`src/design/lru_block_buffer_cache_defines.svh`:
```
// ----------------------------------------------------------------------------
// Assertion macros for the LRU block buffer cache
// Each macro names a concurrent check on i_clk, disabled while rst_n is low.
// ----------------------------------------------------------------------------
`ifndef LRU_BLOCK_BUFFER_CACHE_DEFINES_SVH
`define LRU_BLOCK_BUFFER_CACHE_DEFINES_SVH
`ifndef SYNTHESIS
`define LBC_ASSERT(label, clk, rst_n, prop, msg) \
    label: assert property (@(posedge clk) disable iff (!rst_n) prop) else $error(msg);
`define LBC_ASSERT_NEXT(label, clk, rst_n, pre, post, msg) \
    label: assert property (@(posedge clk) disable iff (!rst_n) (pre) |=> (post)) \
        else $error(msg);
`else
`define LBC_ASSERT(label, clk, rst_n, prop, msg)
`define LBC_ASSERT_NEXT(label, clk, rst_n, pre, post, msg)
`endif
`endif

```
`src/design/lbc_pkg.sv`:
```
// ----------------------------------------------------------------------------
// LRU block buffer cache package
// Shared types and constants for controller and datapath.
// ----------------------------------------------------------------------------
package lbc_pkg;
    localparam int unsigned CMD_W    = 2;
    localparam int unsigned DEV_W    = 8;
    localparam int unsigned BLK_W    = 32;
    localparam int unsigned IDX_W    = 5;
    localparam int unsigned STAT_W   = 2;
    localparam int unsigned CNT_W    = 8;

    localparam logic [CMD_W-1:0] CMD_GET     = 2'd0;
    localparam logic [CMD_W-1:0] CMD_RELEASE = 2'd1;
    localparam logic [CMD_W-1:0] CMD_ADD_REF = 2'd2;
    localparam logic [CMD_W-1:0] CMD_DROP    = 2'd3;

    localparam logic [STAT_W-1:0] ST_OK       = 2'd0;
    localparam logic [STAT_W-1:0] ST_NO_FREE  = 2'd1;
    localparam logic [STAT_W-1:0] ST_UNDERFLW = 2'd2;

    localparam logic [CNT_W-1:0] CNT_MAX = 8'hFF;

    // controller to datapath
    typedef struct packed {
        logic load;     // capture request word
        logic scan_clr; // reset scan accumulators
        logic scan;     // compare one entry
        logic commit;   // apply update, form result
    } t_dp_cmd;

    // datapath to controller
    typedef struct packed {
        logic scan_last; // scan pointer on last entry
    } t_dp_stat;
endpackage

```
`src/design/lbc_ctrl.sv`:
```
// ----------------------------------------------------------------------------
// LRU block buffer cache controller
// Sequences load, entry scan and commit for one request word.
// ----------------------------------------------------------------------------
module lbc_ctrl
    import lbc_pkg::*;
(
    input  logic     i_clk,
    input  logic     i_rst_n,
    input  logic     i_start,
    input  t_dp_stat i_stat,
    output t_dp_cmd  o_cmd,
    output logic     o_busy
);
    typedef enum logic [1:0] {S_IDLE, S_SCAN, S_COMMIT} t_state;

    t_state r_state, n_state;

    // next state
    always_comb begin
        n_state = r_state;
        case (r_state)
            S_IDLE:   if (i_start) n_state = S_SCAN;
            S_SCAN:   if (i_stat.scan_last) n_state = S_COMMIT;
            S_COMMIT: n_state = S_IDLE;
            default:  n_state = S_IDLE;
        endcase
    end

    // hold state
    always_ff @(posedge i_clk) begin
        if (!i_rst_n) begin
            r_state <= S_IDLE;
        end else begin
            r_state <= n_state;
        end
    end

    // drive datapath commands
    always_comb begin
        o_cmd          = '0;
        o_cmd.load     = (r_state == S_IDLE) && i_start;
        o_cmd.scan_clr = o_cmd.load;
        o_cmd.scan     = (r_state == S_SCAN);
        o_cmd.commit   = (r_state == S_COMMIT);
    end

    assign o_busy = (r_state != S_IDLE);
endmodule

```
`src/design/lbc_dp.sv`:
```
// ----------------------------------------------------------------------------
// LRU block buffer cache datapath
// Entry state, serial tag/victim scan and update logic.
// ----------------------------------------------------------------------------
`include "lru_block_buffer_cache_defines.svh"
module lbc_dp
    import lbc_pkg::*;
#(
    parameter int unsigned NUM_ENTRIES = 32
) (
    input  logic              i_clk,
    input  logic              i_rst_n,
    input  t_dp_cmd           i_cmd,
    input  logic [CMD_W-1:0]  i_cmd_code,
    input  logic [DEV_W-1:0]  i_device_id,
    input  logic [BLK_W-1:0]  i_block_number,
    input  logic [IDX_W-1:0]  i_entry_index,
    output t_dp_stat          o_stat,
    output logic              o_done,
    output logic [IDX_W-1:0]  o_entry_out,
    output logic              o_need_read,
    output logic [STAT_W-1:0] o_status
);
    localparam int unsigned EW = (NUM_ENTRIES > 1) ? $clog2(NUM_ENTRIES) : 1;

    logic [DEV_W-1:0] r_tag_dev [NUM_ENTRIES];
    logic [BLK_W-1:0] r_tag_blk [NUM_ENTRIES];
    logic [NUM_ENTRIES-1:0] r_valid;
    logic [CNT_W-1:0] r_cnt  [NUM_ENTRIES];
    logic [EW-1:0]    r_rank [NUM_ENTRIES];

    logic [CMD_W-1:0] r_cmd;
    logic [DEV_W-1:0] r_dev;
    logic [BLK_W-1:0] r_blk;
    logic [IDX_W-1:0] r_idx;

    logic [EW-1:0] r_ptr;
    logic          r_hit, r_free;
    logic [EW-1:0] r_hit_e, r_hit_rk, r_free_e, r_free_rk;

    logic          r_done;
    logic [IDX_W-1:0]  r_entry_out;
    logic          r_need;
    logic [STAT_W-1:0] r_status;

    logic          s_match, s_zero;
    logic          idx_ok;
    logic [EW-1:0] sel;
    logic [EW-1:0] rel_rk;
    logic          do_get, do_victim, do_mru;
    logic [CNT_W-1:0] sel_cnt;

    assign o_stat.scan_last = (r_ptr == EW'(NUM_ENTRIES - 1));

    // compare one entry per cycle
    assign s_match = (r_tag_dev[r_ptr] == r_dev) && (r_tag_blk[r_ptr] == r_blk);
    assign s_zero  = (r_cnt[r_ptr] == '0);

    // commit selection
    assign idx_ok    = ({3'b0, r_idx} < 8'(NUM_ENTRIES)) || (NUM_ENTRIES > 32);
    assign do_get    = (r_cmd == CMD_GET);
    assign do_victim = do_get && !r_hit && r_free;
    assign sel       = do_get ? (r_hit ? r_hit_e : r_free_e) : EW'(r_idx);
    assign sel_cnt   = r_cnt[sel];
    assign rel_rk    = r_rank[sel];
    assign do_mru    = !do_get && idx_ok && (r_cmd == CMD_RELEASE)
                       && (sel_cnt == CNT_W'(1));

    // capture request and run scan
    always_ff @(posedge i_clk) begin
        if (i_cmd.load) begin
            r_cmd <= i_cmd_code;
            r_dev <= i_device_id;
            r_blk <= i_block_number;
            r_idx <= i_entry_index;
        end
        if (!i_rst_n || i_cmd.scan_clr) begin
            r_ptr  <= '0;
            r_hit  <= 1'b0;
            r_free <= 1'b0;
        end else if (i_cmd.scan) begin
            r_ptr <= r_ptr + EW'(1);
            if (s_match && (!r_hit || r_rank[r_ptr] < r_hit_rk)) begin
                r_hit    <= 1'b1;
                r_hit_e  <= r_ptr;
                r_hit_rk <= r_rank[r_ptr];
            end
            if (s_zero && (!r_free || r_rank[r_ptr] > r_free_rk)) begin
                r_free    <= 1'b1;
                r_free_e  <= r_ptr;
                r_free_rk <= r_rank[r_ptr];
            end
        end
    end

    // update entries and form the result word
    always_ff @(posedge i_clk) begin
        if (!i_rst_n) begin
            r_valid <= '0;
            r_done  <= 1'b0;
            for (int i = 0; i < NUM_ENTRIES; i++) begin
                r_tag_dev[i] <= '0;
                r_tag_blk[i] <= '0;
                r_cnt[i]     <= '0;
                r_rank[i]    <= EW'(i);
            end
        end else begin
            r_done <= i_cmd.commit;
            if (i_cmd.commit) begin
                r_entry_out <= '0;
                r_need      <= 1'b0;
                r_status    <= ST_OK;
                if (do_get) begin
                    if (r_hit || r_free) begin
                        r_entry_out <= IDX_W'(sel);
                        r_need      <= do_victim ? 1'b1 : !r_valid[sel];
                        r_valid[sel] <= 1'b1;
                        if (do_victim) begin
                            r_tag_dev[sel] <= r_dev;
                            r_tag_blk[sel] <= r_blk;
                            r_cnt[sel]     <= CNT_W'(1);
                        end else if (sel_cnt != CNT_MAX) begin
                            r_cnt[sel] <= sel_cnt + CNT_W'(1);
                        end
                    end else begin
                        r_status <= ST_NO_FREE;
                    end
                end else begin
                    r_entry_out <= r_idx;
                    if (idx_ok) begin
                        if (r_cmd == CMD_ADD_REF) begin
                            if (sel_cnt != CNT_MAX) r_cnt[sel] <= sel_cnt + CNT_W'(1);
                        end else if (sel_cnt == '0) begin
                            r_status <= ST_UNDERFLW;
                        end else begin
                            r_cnt[sel] <= sel_cnt - CNT_W'(1);
                        end
                    end
                end
                // move an entry whose count a release takes to zero to the front
                if (do_mru) begin
                    for (int i = 0; i < NUM_ENTRIES; i++) begin
                        if (r_rank[i] < rel_rk) r_rank[i] <= r_rank[i] + EW'(1);
                    end
                    r_rank[sel] <= '0;
                end
            end
        end
    end

    assign o_done      = r_done;
    assign o_entry_out = r_entry_out;
    assign o_need_read = r_need;
    assign o_status    = r_status;

    `LBC_ASSERT_NEXT(a_done_after_commit, i_clk, i_rst_n, i_cmd.commit, r_done, "no result after commit")
    `LBC_ASSERT(a_no_scan_commit, i_clk, i_rst_n, !(i_cmd.scan && i_cmd.commit), "scan and commit overlap")
    `LBC_ASSERT_NEXT(a_victim_count, i_clk, i_rst_n, i_cmd.commit && do_victim, r_cnt[$past(sel)] == CNT_W'(1), "victim count not one")
endmodule

```
`src/design/lru_block_buffer_cache.sv`:
```
// After start is accepted, the controller scans every entry serially and then
// commits; o_valid is registered from the commit state. busy stays high
// through scan and commit, so a new word is taken only once it is idle;
// the serial tag/victim scan reads one entry per cycle.
// Results are strobed for one cycle; the receiver cannot stall.
// Synchronous active-low reset clears tags, counts and valid bits, and
// sets entry i to rank i; no clearing pass is needed.
// ----------------------------------------------------------------------------
// LRU block buffer cache top level
// Reference-counted, fully associative buffer cache with LRU replacement.
// ----------------------------------------------------------------------------
module lru_block_buffer_cache
    import lbc_pkg::*;
#(
    parameter int unsigned NUM_ENTRIES = 32
) (
    input  logic              i_clk,
    input  logic              i_rst_n,
    input  logic              start,
    output logic              busy,
    input  logic [CMD_W-1:0]  i_cmd,
    input  logic [DEV_W-1:0]  i_device_id,
    input  logic [BLK_W-1:0]  i_block_number,
    input  logic [IDX_W-1:0]  i_entry_index,
    output logic              o_valid,
    output logic [IDX_W-1:0]  o_entry_out,
    output logic              o_need_read,
    output logic [STAT_W-1:0] o_status
);
    t_dp_cmd  dp_cmd;
    t_dp_stat dp_stat;

    lbc_ctrl u_ctrl (
        .i_clk   (i_clk),
        .i_rst_n (i_rst_n),
        .i_start (start),
        .i_stat  (dp_stat),
        .o_cmd   (dp_cmd),
        .o_busy  (busy)
    );

    lbc_dp #(.NUM_ENTRIES(NUM_ENTRIES)) u_dp (
        .i_clk          (i_clk),
        .i_rst_n        (i_rst_n),
        .i_cmd          (dp_cmd),
        .i_cmd_code     (i_cmd),
        .i_device_id    (i_device_id),
        .i_block_number (i_block_number),
        .i_entry_index  (i_entry_index),
        .o_stat         (dp_stat),
        .o_done         (o_valid),
        .o_entry_out    (o_entry_out),
        .o_need_read    (o_need_read),
        .o_status       (o_status)
    );
endmodule
```
`config.mk`:
```
export PLATFORM = sky130hd
export DESIGN_NAME = lru_block_buffer_cache
export DESIGN_NICKNAME = d
export VERILOG_FILES = /design/src/design/lbc_pkg.sv /design/src/design/lbc_ctrl.sv /design/src/design/lbc_dp.sv /design/src/design/lru_block_buffer_cache.sv
export VERILOG_INCLUDE_DIRS = /design/src /design/src/design
export SDC_FILE = /design/constraint.sdc
export NUM_CORES = 2
export LEC_CHECK = 0
export BUFFER_PORTS_ARGS = -buffer_cell sky130_fd_sc_hd__buf_2
export CAP_MARGIN = 20
export CORE_AREA = 2 2 339 508
export CTS_CLUSTER_DIAMETER = 60
export DETAILED_ROUTE_END_ITERATION = 12
export DIE_AREA = 0 0 341 510
export PLACE_DENSITY = 0.68
export SLEW_MARGIN = 20
export SYNTH_ARGS = -nofsm -noshare
export SYNTH_HDL_FRONTEND = slang
export SYNTH_SLANG_ARGS = --single-unit
```
`constraint.sdc`:
```
create_clock -name i_clk -period 17.9 [get_ports i_clk]
set_input_delay 1.79 -clock i_clk [delete_from_list [all_inputs] [get_ports i_clk]]
set_output_delay 1.79 -clock i_clk [all_outputs]
set_load 0.05 [all_outputs]
```
# After elaboration in Yosys (flattened, before gate mapping)
# Memories as Yosys holds them, arrays and structs flattened. A register that Yosys moved wholly into a read port is not among the register bits.
# Cells that the tools add are included.
# totals
regBits,117
mem_bits_rw,1696
inputBits,50
output_inout_bits,10
word_cells,431
mem_count,4
# op_classes
n_addsub,35
n_lt_le_gt_ge,36
eq_ne,11
mux,257
bitwise,37
n_reduce_logical,34
# memory_table
name,depth,word_bits,rd,rd_clocked_by_memory_dff,write_ports,line,rtl
u_dp.r_tag_blk,32,32,1,1,32,lbc_dp.sv:27,logic [BLK_W-1:0] r_tag_blk [NUM_ENTRIES];
u_dp.r_cnt,32,8,2,1,32,lbc_dp.sv:29,logic [CNT_W-1:0] r_cnt [NUM_ENTRIES];
u_dp.r_tag_dev,32,8,1,1,32,lbc_dp.sv:26,logic [DEV_W-1:0] r_tag_dev [NUM_ENTRIES];
u_dp.r_rank,32,5,34,1,33,lbc_dp.sv:30,logic [EW-1:0] r_rank [NUM_ENTRIES];
# op_table
cell,n
$mux 5,47
$mux 1,196
$add 5x1->5 const B,33
$lt 5x5->1,33
$mux 8,5
$or 1x1->1,35
$eq 32x32->1,1
$mux 32,1
$or 32x32->32,1
$reduce_or 32->1,1
$logic_not 8->1,2
$reduce_or 8->1,2
$mux 2,5
$reduce_and 2->1,5
$logic_and 1x1->1,9
$reduce_and 3->1,3
$add 8x1->8 const B,1
$eq 8x1->1 const B,1
$eq 8x8->1,1
$ne 8x8->1 const B,1
$sub 8x1->8 const B,1
$lt 5x6->1 const B,1
$bmux 1 s5,1
$demux 1 s5,1
other kinds (13),23

# Longest topological paths before layout
# An unclocked memory read counts as a cell.
# depth
word_depth,16
depth_mapped,24
depth_no_buf,16

# Cells and area by module
# From an unflattened synthesis, not the netlist that was laid out.
# unflattened
hier_cells,6642
hier_area_um2,88966.6
# by_module_without_submodules
mod,n_inst,cells_each,area_per_inst_um2,seq_area_each_um2
lbc_dp,1,6628,88837.7,52480.3
lbc_ctrl,1,14,128.9,40.0

# Worst setup path before layout
# Ideal clock, no wire load.
# synth_path
path_kind,input to register
start,input port i_rst_n
end,memory u_dp.r_tag_blk[0][0] (enable)
setup_time_ns,0.493
arrival_ns,5.926
required_time_ns,17.407
setup_slack_ns,11.481
cell_stages,6
n_path_buf,2
path_cell_list,clkbuf_1 -> nand2_1 -> nor2_1 -> nand2_1 -> clkbuf_1 -> o21ai_0
# synth_lines
item,line,rtl
from (decl),lru_block_buffer_cache.sv:18,"input logic i_rst_n,"
to (decl),lbc_dp.sv:27,

==> results.sh <==
export IMPL_synth_seq_area_share=0.588
export IMPL_yosys_most_used_dff="edfxtp_1"
export IMPL_layout_cells_most_common="edfxtp_1"
export IMPL_post_synthesis_net_count=6977
export IMPL_route_detailed_drc=0
export IMPL_grt_start_max_net_pins=155
export IMPL_clk_latency_ns=0.84
export IMPL_initial_antenna_violation_count=3
export IMPL_max_clock_freq_mhz=131
export IMPL_clock_sink_count=1818
export IMPL_synthesis_yosys_warnings=0
export IMPL_top_level_ports=60
export IMPL_status="finished, final reports clean"
export IMPL_rr_startpoint="u_dp.r_hit$_SDFFE_PP0P_"
export IMPL_comb_power_share=0.094
export IMPL_tritoncts_clock_tree="built"
export IMPL_cp_num_buf_inv=2
export IMPL_worstSetupStartpointType="flop"
export IMPL_crit_path_top_delay_cell="buf_4"
export IMPL_post_route_cell_area_um2=97800
export IMPL_start_util=0.528
export IMPL_maxSlewViolCount=0
export IMPL_weighted_congestion_at_the_end_of_routability_driven_global_placement=0.915
export IMPL_worst_hold_startpoint="u_dp.r_valid[2]$_SDFFE_PN0P_"
export IMPL_crit_family="simple AND/OR/NAND/NOR gates"
export IMPL_clk_transition_reported_paths_ns=0.06
export IMPL_drt_antenna_violating_nets=0
export IMPL_post_cts_setup_inserts=0
export IMPL_worst_ir_drop_vdd_uv=110
export IMPL_postCtsHoldBufs=0
export IMPL_period_minus_slack_ns=7.62
export IMPL_grt_first_pass_wirelength_um=389000
export IMPL_worstHoldPathCells=2
export IMPL_first_drt_iteration_drcs=6608
export IMPL_worst_endpoint_required_ns=18.57
export IMPL_total_of_flip_flops_plus_latches_after_synthesis=1818
export IMPL_tightest_slew_ns=1.17
export IMPL_p_sw_mw=2.31
export IMPL_floorplan_die_area_um2=174000
export IMPL_setup_violations_final=0
export IMPL_post_cts_resize_count=0
export IMPL_fin_setup_tns_ns=0
export IMPL_grt_usage=0.305
export IMPL_die_width_um=341
export IMPL_internal_power_mw=7.11
export IMPL_fin_util=0.578
export IMPL_netSwitchingFraction=0.245
export IMPL_maxCapViolations=0
export IMPL_cellPowerDensity_nw_per_um2=96.3
export IMPL_power_clock_fraction=0.390
export IMPL_dpl_cell_area_um2=92300
export IMPL_period_share=0.426
export IMPL_power_frac_seq=0.516
export IMPL_htree_levels=4
export IMPL_rr_endpoint="u_dp.r_rank[0][3]$_SDFFE_PP0P_"
export IMPL_routed_wirelength_um=265000
export IMPL_place_port_buffers=59
export IMPL_final_setup_worst_slack_ns=10.28
export IMPL_arrival_ns=8.29
export IMPL_crit_path_cell_trace="a211o_1, o21a_4, buf_4, nand2_1, a32oi_1, o22ai_1, nor4_2, ha_1, and3b_1, nand2_1, nor3_2, buf_4, nand3_1, o21ai_0, a21oi_1"
export IMPL_wl_per_cell_um=29.6
export IMPL_grt_setup_unrepaired="no"
export IMPL_rrSetupSlack_ns=10.28
export IMPL_pre_cts_slack_ns=10.59
export IMPL_crit_type="flop to flop"
export IMPL_final_fill_count=13146
export IMPL_cts_buffers_inserted=174
export IMPL_clk_path_buf_depth=3
export IMPL_overflow=0
export IMPL_critical_path_max_stage_delay_ns=0.85
export IMPL_slew_headroom=0.220
export IMPL_drtPass1Iterations=9
export IMPL_type_of_the_tightest_min_delay_check="flop to flop"
export IMPL_crit_fanout=90
export IMPL_cts_root_buf="clkbuf_16"
export IMPL_design_final_nets=6793
export IMPL_final_setup_skew_ns=0.0319
export IMPL_ratio_of_cells_with_drive_above_1_in_the_final_layout=0.163
export IMPL_asyncSetResetFlopFracSynth=0
export IMPL_synth_cell_types=82
export IMPL_syn_instance_count=6752
export IMPL_area_growth_from_synthesis_to_layout_pct=9.46
export IMPL_most_common_layout_cells="edfxtp_1 (1611), and2_1 (1171), mux4_2 (451)"
export IMPL_leakage_dissipation_nw=33.4
export IMPL_die_height_um=510
export IMPL_first_global_vias=59539
export IMPL_timing_critical_path_to_type="flop"
export IMPL_vias_per_cell=6.57
export IMPL_total_number_of_vias=58821
export IMPL_hold_violations=0
export IMPL_ff2ff_path_depth=15
export IMPL_num_rows=185
export IMPL_post_dp_hpwl_um=150000
export IMPL_multi_input_area_um2=35000
export IMPL_timing_hold_ws_ns=0.472
export IMPL_timing_hold_worst_endpoint="u_dp.r_valid[2]$_SDFFE_PN0P_"
export IMPL_synth_enable_flop_cells=1611
export IMPL_seqCellArea_um2=52500
export IMPL_postSynthAreaPerCell_um2=13.2
export IMPL_syn_cell_area_um2=89400
export IMPL_placeableCoreArea_um2=169000
layer usage:
metal | vias to the layer above | track usage | wire length (µm)
met1 | 29601 | 0.359 | 91400
met3 | 885 | 0.0472 | 22800
met5 | - | 0 | 0
met2 | 3341 | 0.528 | 133000
li1 | 24994 | - | -
met4 | 0 | 0.183 | 17700
worst max-delay path by stage:
stage,startpoint,endpoint,slack [ns],cells after the start
global route,u_dp.r_hit$_SDFFE_PP0P_,u_dp.r_rank[0][2]$_SDFFE_PP0P_,9.89,15
finish,u_dp.r_hit$_SDFFE_PP0P_,u_dp.r_rank[0][3]$_SDFFE_PP0P_,10.28,15
floorplan,i_rst_n,u_dp.r_tag_blk[0][0]$_SDFFCE_PN0P_,11.48,6
global placement,u_dp.r_cmd[0]$_DFFE_PP_,u_dp.r_rank[0][3]$_SDFFE_PP0P_,10.77,15
detailed placement,u_dp.r_hit$_SDFFE_PP0P_,u_dp.r_rank[0][3]$_SDFFE_PP0P_,10.59,15
CTS,u_dp.r_hit$_SDFFE_PP0P_,u_dp.r_rank[0][3]$_SDFFE_PP0P_,10.53,15
Yosys cell counts (all sizes together) (16+ instances only):
cell / number / share of area
edfxtp: 1611 / 0.54
and2: 1171 / 0.082
mux4: 451 / 0.11
nand2: 424 / 0.018
clkbuf: 421 / 0.018
nor2: 321 / 0.013
a21oi: 296 / 0.017
dfxtp: 207 / 0.046
buf: 176 / 0.0097
ha: 175 / 0.024
and3: 165 / 0.012
o21ai: 165 / 0.0095
nor3: 154 / 0.0090
nand3: 119 / 0.0067
mux2i: 88 / 0.010
a31oi: 79 / 0.0055
nor4: 78 / 0.0057
xor2: 61 / 0.0060
inv: 55 / 0.0023
o22ai: 52 / 0.0036
nand4: 46 / 0.0032
a22oi: 45 / 0.0038
or4: 44 / 0.0038
or3: 32 / 0.0022
and4: 31 / 0.0030
nor2b: 31 / 0.0022
a211oi: 30 / 0.0026
o311ai: 23 / 0.0064
o31ai: 23 / 0.0024
a21o: 22 / 0.0018
a32oi: 20 / 0.0020
xnor2: 20 / 0.0020
a311oi: 16 / 0.0016
through the flow:
| step | std cells | total power [mW] |
|---|---|---|
| after floorplan | 6752 | 5.49 |
| after global placement | 8636 | 5.80 |
| after detailed placement | 8636 | 5.83 |
| after CTS | 8956 | 9.44 |
| after global routing | 8957 | 9.67 |
| final | 8959 | 9.42 |
sequential cells by signal, summed over array words and instances, names as in the netlist, 5 cells and up, named ones only:
register and cells:
u_dp.r_free_rk 5, u_dp.r_dev 8, u_dp.r_tag_dev 256, u_dp.r_tag_blk 1024, u_dp.r_cnt 256, u_dp.r_hit_rk 5, u_dp.r_free_e 5, u_dp.r_rank 160
u_dp.r_valid 32, u_dp.r_idx 5, u_dp.r_hit_e 5, u_dp.o_entry_out 5, u_dp.r_ptr 5, u_dp.r_blk 32
kinds of logic (layout without fill, tap and decap cells):
family / after synthesis / in the layout / share of synthesized area
buffers and inverters: 652 / 612 / 0.0297
xor gates and xnor gates: 81 / 81 / 0.00794
and+or+nand+nor: 2641 / 2641 / 0.163
muxes: 544 / 544 / 0.124
other: 0 / 3 / 0
AOI/OAI and AO/OA: 841 / 841 / 0.0633
DFF: 1818 / 1818 / 0.588
adders and majority gates: 175 / 175 / 0.0245
area by class of cell:
class / instances / area share
clock inverters: 100 / 0.00908
flip-flops and latches: 1818 / 0.537
diodes: 3 / 0.0000767
multi-input cells: 4282 / 0.357
inverters: 55 / 0.00215
well taps: 2244 / 0.0287
repair buffers: 237 / 0.0177
clock buffers: 220 / 0.0479
worst register-to-register path, delay by kind of cell (launching register included):
family | cells | cell delay, ns
DFF | 1 | 0.65
buffers and inverters | 2 | 1.51
AOI/OAI and AO/OA | 6 | 2.44
adders and majority gates | 1 | 0.29
and+or+nand+nor | 6 | 2.58
power by group through the flow:
stage | Clock (mW) | Combinational [mW] | Sequential, mW
after detailed placement | 0 | 0.877 | 4.95
final | 3.67 | 0.888 | 4.86
after global placement | 0 | 0.860 | 4.94
after global routing | 3.85 | 0.939 | 4.87
after CTS | 3.70 | 0.879 | 4.86
after floorplan | 0 | 0.568 | 4.93
Note: power is estimated with default switching activity, not from simulation.
